===== config.mk =====
export PLATFORM = sky130hd
export DESIGN_NAME = multichannel_xor_checked_frame_receiver_flat
export DESIGN_NICKNAME = d
export VERILOG_FILES = /design/src/rtl/mxf_pkg.sv /design/src/rtl/mxf_rx_if.sv /design/src/rtl/mxf_tx_if.sv /design/src/rtl/mxf_ctrl.sv /design/src/rtl/mxf_datapath.sv /design/src/rtl/multichannel_xor_checked_frame_receiver.sv /design/src/flat_wrapper.sv
export SDC_FILE = /design/constraint.sdc
export NUM_CORES = 2
export LEC_CHECK = 0
export BUFFER_PORTS_ARGS = -buffer_cell sky130_fd_sc_hd__buf_2
export CORE_ASPECT_RATIO = 0.5
export CORE_UTILIZATION = 45
export CTS_BUF_LIST = sky130_fd_sc_hd__clkbuf_8 sky130_fd_sc_hd__clkbuf_16
export DETAILED_ROUTE_END_ITERATION = 7
export PLACE_DENSITY = 0.71
export SLEW_MARGIN = 40
export SYNTH_ARGS = -nofsm -noshare
export SYNTH_HDL_FRONTEND = slang
export SYNTH_HIERARCHICAL = 1
export SYNTH_SLANG_ARGS = --single-unit

===== constraint.sdc =====
create_clock -name clk -period 9.83 [get_ports clk]
set_input_delay 1.966 -clock clk [delete_from_list [all_inputs] [get_ports clk]]
set_output_delay 1.966 -clock clk [all_outputs]
set_load 0.01 [all_outputs]

===== src/rtl/mxf_pkg.sv =====
// Shared types and constants of the multichannel XOR-checked frame receiver.
package mxf_pkg;

  localparam int CFG_IDX_W  = 2;
  localparam int CFG_DATA_W = 8;
  localparam int CHAN_W     = 2;
  localparam int BYTE_W     = 8;
  localparam int STATUS_W   = 2;

  localparam logic [CFG_IDX_W-1:0] REG_START_MARKER = 2'd0;
  localparam logic [CFG_IDX_W-1:0] REG_END_MARKER   = 2'd1;
  localparam logic [CFG_IDX_W-1:0] REG_CHECK_MASK   = 2'd2;

  localparam logic [BYTE_W-1:0] START_MARKER_RESET = 8'h26;
  localparam logic [BYTE_W-1:0] END_MARKER_RESET   = 8'h2A;
  localparam logic [BYTE_W-1:0] CHECK_MASK_RESET   = 8'h80;

  typedef enum logic [STATUS_W-1:0] {
    ST_BYTE     = 2'd0,
    ST_MISMATCH = 2'd1,
    ST_OVERFLOW = 2'd2
  } status_t;

  typedef enum logic [1:0] {
    PH_HUNT  = 2'd0,
    PH_DATA  = 2'd1,
    PH_CHECK = 2'd2
  } phase_t;

  typedef struct packed {
    logic accept;
    logic fetch;
    logic emit;
  } ctl_cmd_t;

  typedef struct packed {
    logic in_valid;
    logic out_free;
    logic frame_ok;
    logic read_done;
  } dp_status_t;

endpackage


===== src/rtl/mxf_rx_if.sv =====
// Input channel: channel-tagged received bytes.
interface mxf_rx_if;
  import mxf_pkg::*;

  logic              valid;
  logic              ready;
  logic [CHAN_W-1:0] channel;
  logic [BYTE_W-1:0] rx_byte;

  modport source (output valid, output channel, output rx_byte, input ready);
  modport sink   (input valid, input channel, input rx_byte, output ready);
endinterface


===== src/rtl/mxf_tx_if.sv =====
// Output channel: frame bytes and error results.
interface mxf_tx_if;
  import mxf_pkg::*;

  logic                valid;
  logic                ready;
  logic [CHAN_W-1:0]   out_channel;
  logic [BYTE_W-1:0]   frame_byte;
  logic [STATUS_W-1:0] status;
  logic                last;

  modport source (output valid, output out_channel, output frame_byte, output status,
                  output last, input ready);
  modport sink   (input valid, input out_channel, input frame_byte, input status,
                  input last, output ready);
endinterface


===== src/rtl/mxf_ctrl.sv =====
// Controller state machine: input acceptance and frame readout sequencing.
module mxf_ctrl (
  input  logic                 clk,
  input  logic                 rst,
  input  mxf_pkg::dp_status_t  st,
  output mxf_pkg::ctl_cmd_t    cmd
);
  import mxf_pkg::*;

  typedef enum logic [1:0] {
    S_IDLE,
    S_FETCH,
    S_EMIT
  } state_t;

  state_t state;
  state_t state_next;

  always_comb begin
    cmd.accept = (state == S_IDLE) && st.out_free;
    cmd.fetch  = (state == S_FETCH);
    cmd.emit   = (state == S_EMIT) && st.out_free;
  end

  always_comb begin
    state_next = state;
    unique case (state)
      S_IDLE: begin
        if (st.in_valid && st.out_free && st.frame_ok) state_next = S_FETCH;
      end
      S_FETCH: begin
        state_next = S_EMIT;
      end
      S_EMIT: begin
        if (st.out_free) state_next = st.read_done ? S_IDLE : S_FETCH;
      end
      default: begin
        state_next = S_IDLE;
      end
    endcase
  end

  always_ff @(posedge clk) begin
    if (rst) begin
      state <= S_IDLE;
    end else begin
      state <= state_next;
    end
  end

endmodule


===== src/rtl/mxf_datapath.sv =====
// Datapath: configuration, per-channel parser state, frame memory and result register.
module mxf_datapath #(
  parameter int CHANNELS    = 4,
  parameter int FRAME_BYTES = 64
) (
  input  logic                          clk,
  input  logic                          rst,
  mxf_rx_if.sink                        rx,
  mxf_tx_if.source                      tx,
  input  logic                          cfg_we,
  input  logic [mxf_pkg::CFG_IDX_W-1:0] cfg_index,
  input  logic [mxf_pkg::CFG_DATA_W-1:0] cfg_data,
  input  mxf_pkg::ctl_cmd_t             cmd,
  output mxf_pkg::dp_status_t           st
);
  import mxf_pkg::*;

  localparam int CH_W  = (CHANNELS > 1) ? $clog2(CHANNELS) : 1;
  localparam int SLOTS = 2 ** CH_W;
  localparam int POS_W = $clog2(FRAME_BYTES);
  localparam int CNT_W = $clog2(FRAME_BYTES + 1);
  localparam int DEPTH = SLOTS * (2 ** POS_W);
  localparam logic [CNT_W-1:0] FULL = CNT_W'(FRAME_BYTES);

  logic [BYTE_W-1:0] start_marker;
  logic [BYTE_W-1:0] end_marker;
  logic [BYTE_W-1:0] check_mask;

  phase_t            phase [SLOTS];
  logic [CNT_W-1:0]  fill  [SLOTS];
  logic [BYTE_W-1:0] chk   [SLOTS];
  logic [BYTE_W-1:0] mem   [DEPTH];

  logic [CH_W-1:0]   ch_idx;
  logic              ch_ok;
  logic              fire;
  phase_t            cur_phase;
  logic [CNT_W-1:0]  cur_fill;
  logic [BYTE_W-1:0] cur_chk;
  phase_t            phase_next;
  logic [CNT_W-1:0]  fill_next;
  logic [BYTE_W-1:0] chk_next;
  logic              mem_we;
  logic [CH_W+POS_W-1:0] mem_waddr;
  logic              err_load;
  status_t           err_code;
  logic              frame_ok;

  logic [CHAN_W-1:0] rd_ch;
  logic [CNT_W-1:0]  rd_cnt;
  logic [CNT_W-1:0]  rd_pos;
  logic [BYTE_W-1:0] rd_data;
  logic              read_done;

  logic                out_valid;
  logic [CHAN_W-1:0]   out_ch;
  logic [BYTE_W-1:0]   out_byte;
  status_t             out_status;
  logic                out_last;

  always_ff @(posedge clk) begin
    if (rst) begin
      start_marker <= START_MARKER_RESET;
      end_marker   <= END_MARKER_RESET;
      check_mask   <= CHECK_MASK_RESET;
    end else if (cfg_we) begin
      unique case (cfg_index)
        REG_START_MARKER: start_marker <= cfg_data[BYTE_W-1:0];
        REG_END_MARKER:   end_marker   <= cfg_data[BYTE_W-1:0];
        REG_CHECK_MASK:   check_mask   <= cfg_data[BYTE_W-1:0];
        default: ;
      endcase
    end
  end

  assign ch_idx    = CH_W'(rx.channel);
  assign ch_ok     = int'(rx.channel) < CHANNELS;
  assign fire      = cmd.accept && rx.valid;
  assign cur_phase = phase[ch_idx];
  assign cur_fill  = fill[ch_idx];
  assign cur_chk   = chk[ch_idx];

  // Next parser state of the addressed channel for the byte on the input.
  always_comb begin
    phase_next = cur_phase;
    fill_next  = cur_fill;
    chk_next   = cur_chk;
    mem_we     = 1'b0;
    mem_waddr  = {ch_idx, cur_fill[POS_W-1:0]};
    err_load   = 1'b0;
    err_code   = ST_MISMATCH;
    frame_ok   = 1'b0;
    if (ch_ok) begin
      unique case (cur_phase)
        PH_DATA: begin
          if (cur_fill >= FULL) begin
            phase_next = PH_HUNT;
            fill_next  = '0;
            err_load   = 1'b1;
            err_code   = ST_OVERFLOW;
          end else begin
            mem_we    = 1'b1;
            fill_next = cur_fill + 1'b1;
            if (rx.rx_byte == end_marker) begin
              phase_next = PH_CHECK;
            end else begin
              chk_next = cur_chk ^ rx.rx_byte;
            end
          end
        end
        PH_CHECK: begin
          phase_next = PH_HUNT;
          fill_next  = '0;
          if ((cur_chk | check_mask) == rx.rx_byte) begin
            frame_ok = 1'b1;
          end else begin
            err_load = 1'b1;
          end
        end
        default: begin
          phase_next = PH_HUNT;
          if (rx.rx_byte == start_marker) begin
            mem_we     = 1'b1;
            mem_waddr  = {ch_idx, {POS_W{1'b0}}};
            fill_next  = CNT_W'(1);
            chk_next   = rx.rx_byte;
            phase_next = PH_DATA;
          end
        end
      endcase
    end
  end

  always_ff @(posedge clk) begin
    if (rst) begin
      for (int i = 0; i < SLOTS; i++) begin
        phase[i] <= PH_HUNT;
        fill[i]  <= '0;
        chk[i]   <= '0;
      end
    end else if (fire && ch_ok) begin
      phase[ch_idx] <= phase_next;
      fill[ch_idx]  <= fill_next;
      chk[ch_idx]   <= chk_next;
    end
  end

  always_ff @(posedge clk) begin
    if (fire && mem_we) mem[mem_waddr] <= rx.rx_byte;
  end

  always_ff @(posedge clk) begin
    if (cmd.fetch) rd_data <= mem[{CH_W'(rd_ch), rd_pos[POS_W-1:0]}];
  end

  // Readout bookkeeping: the frame stays in memory until the channel refills it.
  always_ff @(posedge clk) begin
    if (fire && frame_ok) begin
      rd_ch  <= rx.channel;
      rd_cnt <= (cur_fill > FULL) ? FULL : cur_fill;
      rd_pos <= '0;
    end else if (cmd.emit) begin
      rd_pos <= rd_pos + 1'b1;
    end
  end

  assign read_done = (CNT_W'(rd_pos + 1'b1) == rd_cnt);

  always_ff @(posedge clk) begin
    if (rst) begin
      out_valid <= 1'b0;
    end else if (cmd.emit || (fire && err_load)) begin
      out_valid <= 1'b1;
    end else if (tx.ready) begin
      out_valid <= 1'b0;
    end
  end

  always_ff @(posedge clk) begin
    if (cmd.emit) begin
      out_ch     <= rd_ch;
      out_byte   <= rd_data;
      out_status <= ST_BYTE;
      out_last   <= read_done;
    end else if (fire && err_load) begin
      out_ch     <= rx.channel;
      out_byte   <= '0;
      out_status <= err_code;
      out_last   <= 1'b1;
    end
  end

  assign rx.ready       = cmd.accept;
  assign tx.valid       = out_valid;
  assign tx.out_channel = out_ch;
  assign tx.frame_byte  = out_byte;
  assign tx.status      = out_status;
  assign tx.last        = out_last;

  assign st.in_valid  = rx.valid;
  assign st.out_free  = !out_valid || tx.ready;
  assign st.frame_ok  = frame_ok;
  assign st.read_done = read_done;

  a_fill_bound: assert property (@(posedge clk) disable iff (rst)
    ch_ok |-> cur_fill <= FULL)
    else $error("channel fill count beyond frame size");

  a_check_fill: assert property (@(posedge clk) disable iff (rst)
    ch_ok && cur_phase == PH_CHECK |-> cur_fill >= CNT_W'(2))
    else $error("awaiting check with fewer than two stored bytes");

  a_err_result: assert property (@(posedge clk) disable iff (rst)
    out_valid && out_status != ST_BYTE |-> out_last && out_byte == '0)
    else $error("error result without last flag or with nonzero byte");

  a_read_range: assert property (@(posedge clk) disable iff (rst)
    cmd.fetch |-> rd_pos < rd_cnt)
    else $error("readout position past frame length");

endmodule


===== src/rtl/multichannel_xor_checked_frame_receiver.sv =====
// Top level of the multichannel XOR-checked frame receiver.
//
// Usage: bytes tagged with a channel number enter on rx (valid/ready). Each
// channel hunts for the start marker, stores the frame up to and including
// the end marker, and compares the following byte with the XOR check ORed
// with check_mask. A matching frame is sent on tx byte by byte, last set on
// its final byte; a mismatch or an overflowing frame gives one error item
// with last set. Bytes on channels at or above CHANNELS are dropped.
// Configuration: cfg_we/cfg_index/cfg_data write start_marker (0),
// end_marker (1) and check_mask (2); the user must write them only while the
// block is idle, which the block itself does not enforce. An error item is on
// tx in the cycle after the byte that causes it; the first byte of a good
// frame is read from memory in state FETCH and loaded into the output
// register in state EMIT. Throughput: one item per cycle while no frame is
// read out and tx is not stalled; rx is held off during a frame readout.
// Stalls: while tx is stalled with a result waiting, rx is not ready.
// Reset: rst (synchronous) returns all channels to hunting and restores the
// default markers and mask; the frame memory needs no clearing.
module multichannel_xor_checked_frame_receiver #(
  parameter int CHANNELS    = 4,
  parameter int FRAME_BYTES = 64
) (
  input  logic                           clk,
  input  logic                           rst,
  mxf_rx_if.sink                         rx,
  mxf_tx_if.source                       tx,
  input  logic                           cfg_we,
  input  logic [mxf_pkg::CFG_IDX_W-1:0]  cfg_index,
  input  logic [mxf_pkg::CFG_DATA_W-1:0] cfg_data
);
  import mxf_pkg::*;

  ctl_cmd_t   cmd;
  dp_status_t st;

  mxf_ctrl u_ctrl (
    .clk (clk),
    .rst (rst),
    .st  (st),
    .cmd (cmd)
  );

  mxf_datapath #(
    .CHANNELS    (CHANNELS),
    .FRAME_BYTES (FRAME_BYTES)
  ) u_datapath (
    .clk       (clk),
    .rst       (rst),
    .rx        (rx),
    .tx        (tx),
    .cfg_we    (cfg_we),
    .cfg_index (cfg_index),
    .cfg_data  (cfg_data),
    .cmd       (cmd),
    .st        (st)
  );

endmodule

===== src/flat_wrapper.sv =====
// flat-port wrapper written by rule: the top's interface ports become plain ports
module multichannel_xor_checked_frame_receiver_flat import mxf_pkg::*;
#(
  parameter int CHANNELS    = 4,
  parameter int FRAME_BYTES = 64
)
  (clk, rst, cfg_we, cfg_index, cfg_data, rx_valid, rx_channel, rx_rx_byte, rx_ready, tx_valid, tx_out_channel, tx_frame_byte, tx_status, tx_last, tx_ready);
  mxf_rx_if rx_i ();
  mxf_tx_if tx_i ();
  input  logic clk;
  input  logic rst;
  input  logic cfg_we;
  input  logic [mxf_pkg::CFG_IDX_W-1:0] cfg_index;
  input  logic [mxf_pkg::CFG_DATA_W-1:0] cfg_data;
  input wire logic [$bits(rx_i.valid)-1:0] rx_valid;
  input wire logic [$bits(rx_i.channel)-1:0] rx_channel;
  input wire logic [$bits(rx_i.rx_byte)-1:0] rx_rx_byte;
  output wire logic [$bits(rx_i.ready)-1:0] rx_ready;
  output wire logic [$bits(tx_i.valid)-1:0] tx_valid;
  output wire logic [$bits(tx_i.out_channel)-1:0] tx_out_channel;
  output wire logic [$bits(tx_i.frame_byte)-1:0] tx_frame_byte;
  output wire logic [$bits(tx_i.status)-1:0] tx_status;
  output wire logic [$bits(tx_i.last)-1:0] tx_last;
  input wire logic [$bits(tx_i.ready)-1:0] tx_ready;
  assign rx_i.valid = rx_valid;
  assign rx_i.channel = rx_channel;
  assign rx_i.rx_byte = rx_rx_byte;
  assign rx_ready = rx_i.ready;
  assign tx_valid = tx_i.valid;
  assign tx_out_channel = tx_i.out_channel;
  assign tx_frame_byte = tx_i.frame_byte;
  assign tx_status = tx_i.status;
  assign tx_last = tx_i.last;
  assign tx_i.ready = tx_ready;
  multichannel_xor_checked_frame_receiver #(.CHANNELS(CHANNELS), .FRAME_BYTES(FRAME_BYTES)) u_core (.clk(clk), .rst(rst), .rx(rx_i), .tx(tx_i), .cfg_we(cfg_we), .cfg_index(cfg_index), .cfg_data(cfg_data));
endmodule

==> metrics <==
Ports 40; status finished clean; cells after synthesis 4261; critical path arrival between 6 and 7 ns; Via density roughly 6.3; Synth Flop Type edfxtp_1; DRC viols 0; slowest stage delay, CP 0.69 ns; worst skew pair latency 0.89 ns; Net Count, Synth around 4300; most frequent cells in the layout edfxtp_1 (2144), mux4_2 (499), nor2_1 (390); Slowest-stage cell, CP ha_2; H-Tree Depth 4; dpl hpwl 131300 um; post-layout min period 6.095 ns; TritonCTS clock tree yes; max_cap viols 0; fin. max-slew vios 0; nets@finish 4340; pin count of the biggest net entering global routing 145; count of final hold-check violations 0; Initial Utilization between 40% and 50%; drt wl/cell 31.13 um; # clock sinks 2180; clk_skew 0.06579 ns; Post-CTS Hold Buffers 0; critical path capture point type flop; data required time at the worst endpoint roughly 10 ns; CTS clk-pin slew, worst paths 0.07 ns; Root Buffer clkbuf_16; sequential area share after synthesis 75.89%; Die W roughly 620 um; min-delay src u_core/u_datapath/tx.status[0]$_SDFFE_PP0P_; First DRT Iteration DRCs around 6600; Hold EP u_core/u_datapath/tx.status[0]$_SDFFE_PP0P_; post-cts resize count 0; Max clock buf depth 3; Hold Path Stages 2; Post-synth EDFFs roughly 2100; Std-Cell Rows ~110; Core ar. 187900 um^2; P&R area growth vs syn 11.07%; Crit Path Class in -> reg; setup TNS 0 ns; Least-Margin Pin Slew 0.8886 ns; RSZ-0062 raised after global routing false; Port Buffers 39; post-route clock period utilization 62.01%; Synth cell types 71; Post-Syn Area 85780 um^2; GP Congestion between 0.9 and 1; via count 43939; number of synthesis warnings 6; Worst R2R Start u_core/u_datapath/phase[2][0]$_SDFFCE_PN0P_; post-route antenna net violation count 0; power per cell area 199.5 nW/um^2; average cell area after synthesis between 20 and 25 um^2; Final setup viols 0; Overflow after GRT 0; Worst VDD drop ~190 uV; vias in the first global route approximately 43000; die area 192500 um^2; Post-CTS Setup Bufs 0; gr usage total 22.47%; Critical Path, Cell by Cell buf_2 -> mux4_2 -> ha_2 -> inv_1 -> or3_1 -> a21oi_4 -> buf_8 -> nand3_2 -> buf_4 -> nor2_1; Post-Layout Inst Area about 95000 um^2; flops & latches, synth 2180; critical path startpoint category primary input; wire length of the first global-routing pass 311800 um; antenna violations before repair 5; Leakage 29.68 nW; cts bufs inserted 186; drt total wl 217300 um; commonest non-fill, non-tap cell in the layout edfxtp_1; 1st-pass router iterations 8; Die Y approximately 310 um; headroom to the max-slew limit 40.76%; Area after DPL 88920 um^2; share of cells above drive strength 1 ~22%; Hold Path Class reg -> reg; Worst Path Max Fanout 31; Worst R2R Path Depth 9; Achievable Freq 0.1641 GHz; R2R Setup Slk 4.85 ns; Async SR Flop Fraction 0%; RR Endpoint u_core/u_datapath/mem[239][5]$_DFFE_PP_
-- cell type report --
class	instances	area [um^2]
antenna	2	5.005
timing repair buffer	119	1124
clock inverter	161	1607
clock buffer	187	4679
multi-input combinational	1784	19470
tap	2508	3138
fill	14220	92640
inverter	39	146.4
sequential	2180	65120
-- Yosys cell counts, types with 9 or more instances --
cell type,instances,area (um^2)
a211o_1,9,78.83
a211oi_1,35,262.8
a21oi_1,61,305.3
a22o_1,21,183.9
a22oi_1,142,1066
and2_1,19,118.9
buf_1,18,67.56
buf_2,74,370.4
buf_4,32,240.2
buf_6,21,236.5
clkbuf_1,108,405.4
dfxtp_1,36,720.7
edfxtp_1,2144,64380
inv_1,37,138.9
mux2i_1,125,1251
mux4_2,499,11240
nand2_1,97,364.1
nand2b_1,20,125.1
nand3_1,24,120.1
nor2_1,394,1479
nor2b_1,23,143.9
nor3_1,37,185.2
nor4_1,15,93.84
o21ai_0,38,190.2
o221ai_1,32,280.3
o22ai_1,23,143.9
or3_1,11,68.82
xnor2_1,23,201.4
xor2_1,15,131.4
-- per-stage QoR --
step | setup slack, ns | power (mW) | hold slack, ns | instances | utilization (%)
after floorplan | 4.290 | 11.25 | 0.4460 | 4261 | -
after global placement | 2.450 | 11.66 | 0.4513 | 6623 | 47.11
after detailed placement | 2.718 | 11.70 | 0.4619 | 6629 | 47.32
after CTS | 3.595 | 19.08 | 0.4730 | 6977 | 50.66
after global routing | 3.553 | 19.50 | 0.5069 | 6979 | 50.70
final | 3.735 | 19.01 | 0.4722 | 6980 | 50.70
-- flip-flops by register name (all words and copies together) (netlist names), 8 cells and up --
register                         count
u_core/u_datapath/mem             2048
u_core/u_datapath/chk               32
u_core/u_datapath/fill              28
u_core/u_datapath/check_mask         8
u_core/u_datapath/end_marker         8
u_core/u_datapath/phase              8
u_core/u_datapath/rd_data            8
u_core/u_datapath/start_marker       8
u_core/u_datapath/tx.frame_byte      8
-- per-layer routing --
metal / part of all wire (%) / vias up / global-route usage [%]
met3: 12 / 382 / 5.602
met5: 0.0092 / - / 0
met4: 3.1 / 2 / 7.155
met2: 47 / 3168 / 34.49
li1: - / 17642 / -
met1: 38 / 22745 / 31.78
-- cells by family after synthesis --
group,after synthesis,share of synthesized area [%]
AO/OA/AOI/OAI,416,3.517
XOR/XNOR,38,0.3880
adder cells (fa/ha/maj),5,0.07293
buffers and inverters,297,1.809
flip-flops,2180,75.89
multiplexers,632,14.66
AND/OR/NAND/NOR,693,3.658
-- critical path, delay by kind of cell --
kind            cells  cell delay (ns)
compound gates      1             0.46
fa+ha+maj           1             0.69
buf+inv             4             1.23
mux                 1             0.58
simple gates        3             1.59
-- worst max path at each step --
stage,cells after the start,to,slack [ns],start
floorplan,10,u_core/u_datapath/mem[159][0]$_DFFE_PP_,4.29,rx_channel[0]
global placement,9,u_core/u_datapath/mem[46][0]$_DFFE_PP_,2.45,rx_channel[0]
detailed placement,10,u_core/u_datapath/mem[127][3]$_DFFE_PP_,2.72,rx_channel[0]
CTS,10,u_core/u_datapath/mem[239][1]$_DFFE_PP_,3.59,rx_channel[0]
global route,10,u_core/u_datapath/mem[239][5]$_DFFE_PP_,3.55,rx_channel[0]
finish,10,u_core/u_datapath/mem[239][5]$_DFFE_PP_,3.73,rx_channel[0]
-- power by group --
part | internal [mW] | switching, mW
Clock | 4.14 | 3.36
Combinational | 0.494 | 0.774
Sequential | 10.2 | 0.0187
Total | 14.9 | 4.15
(Power assumes the default switching activity.)
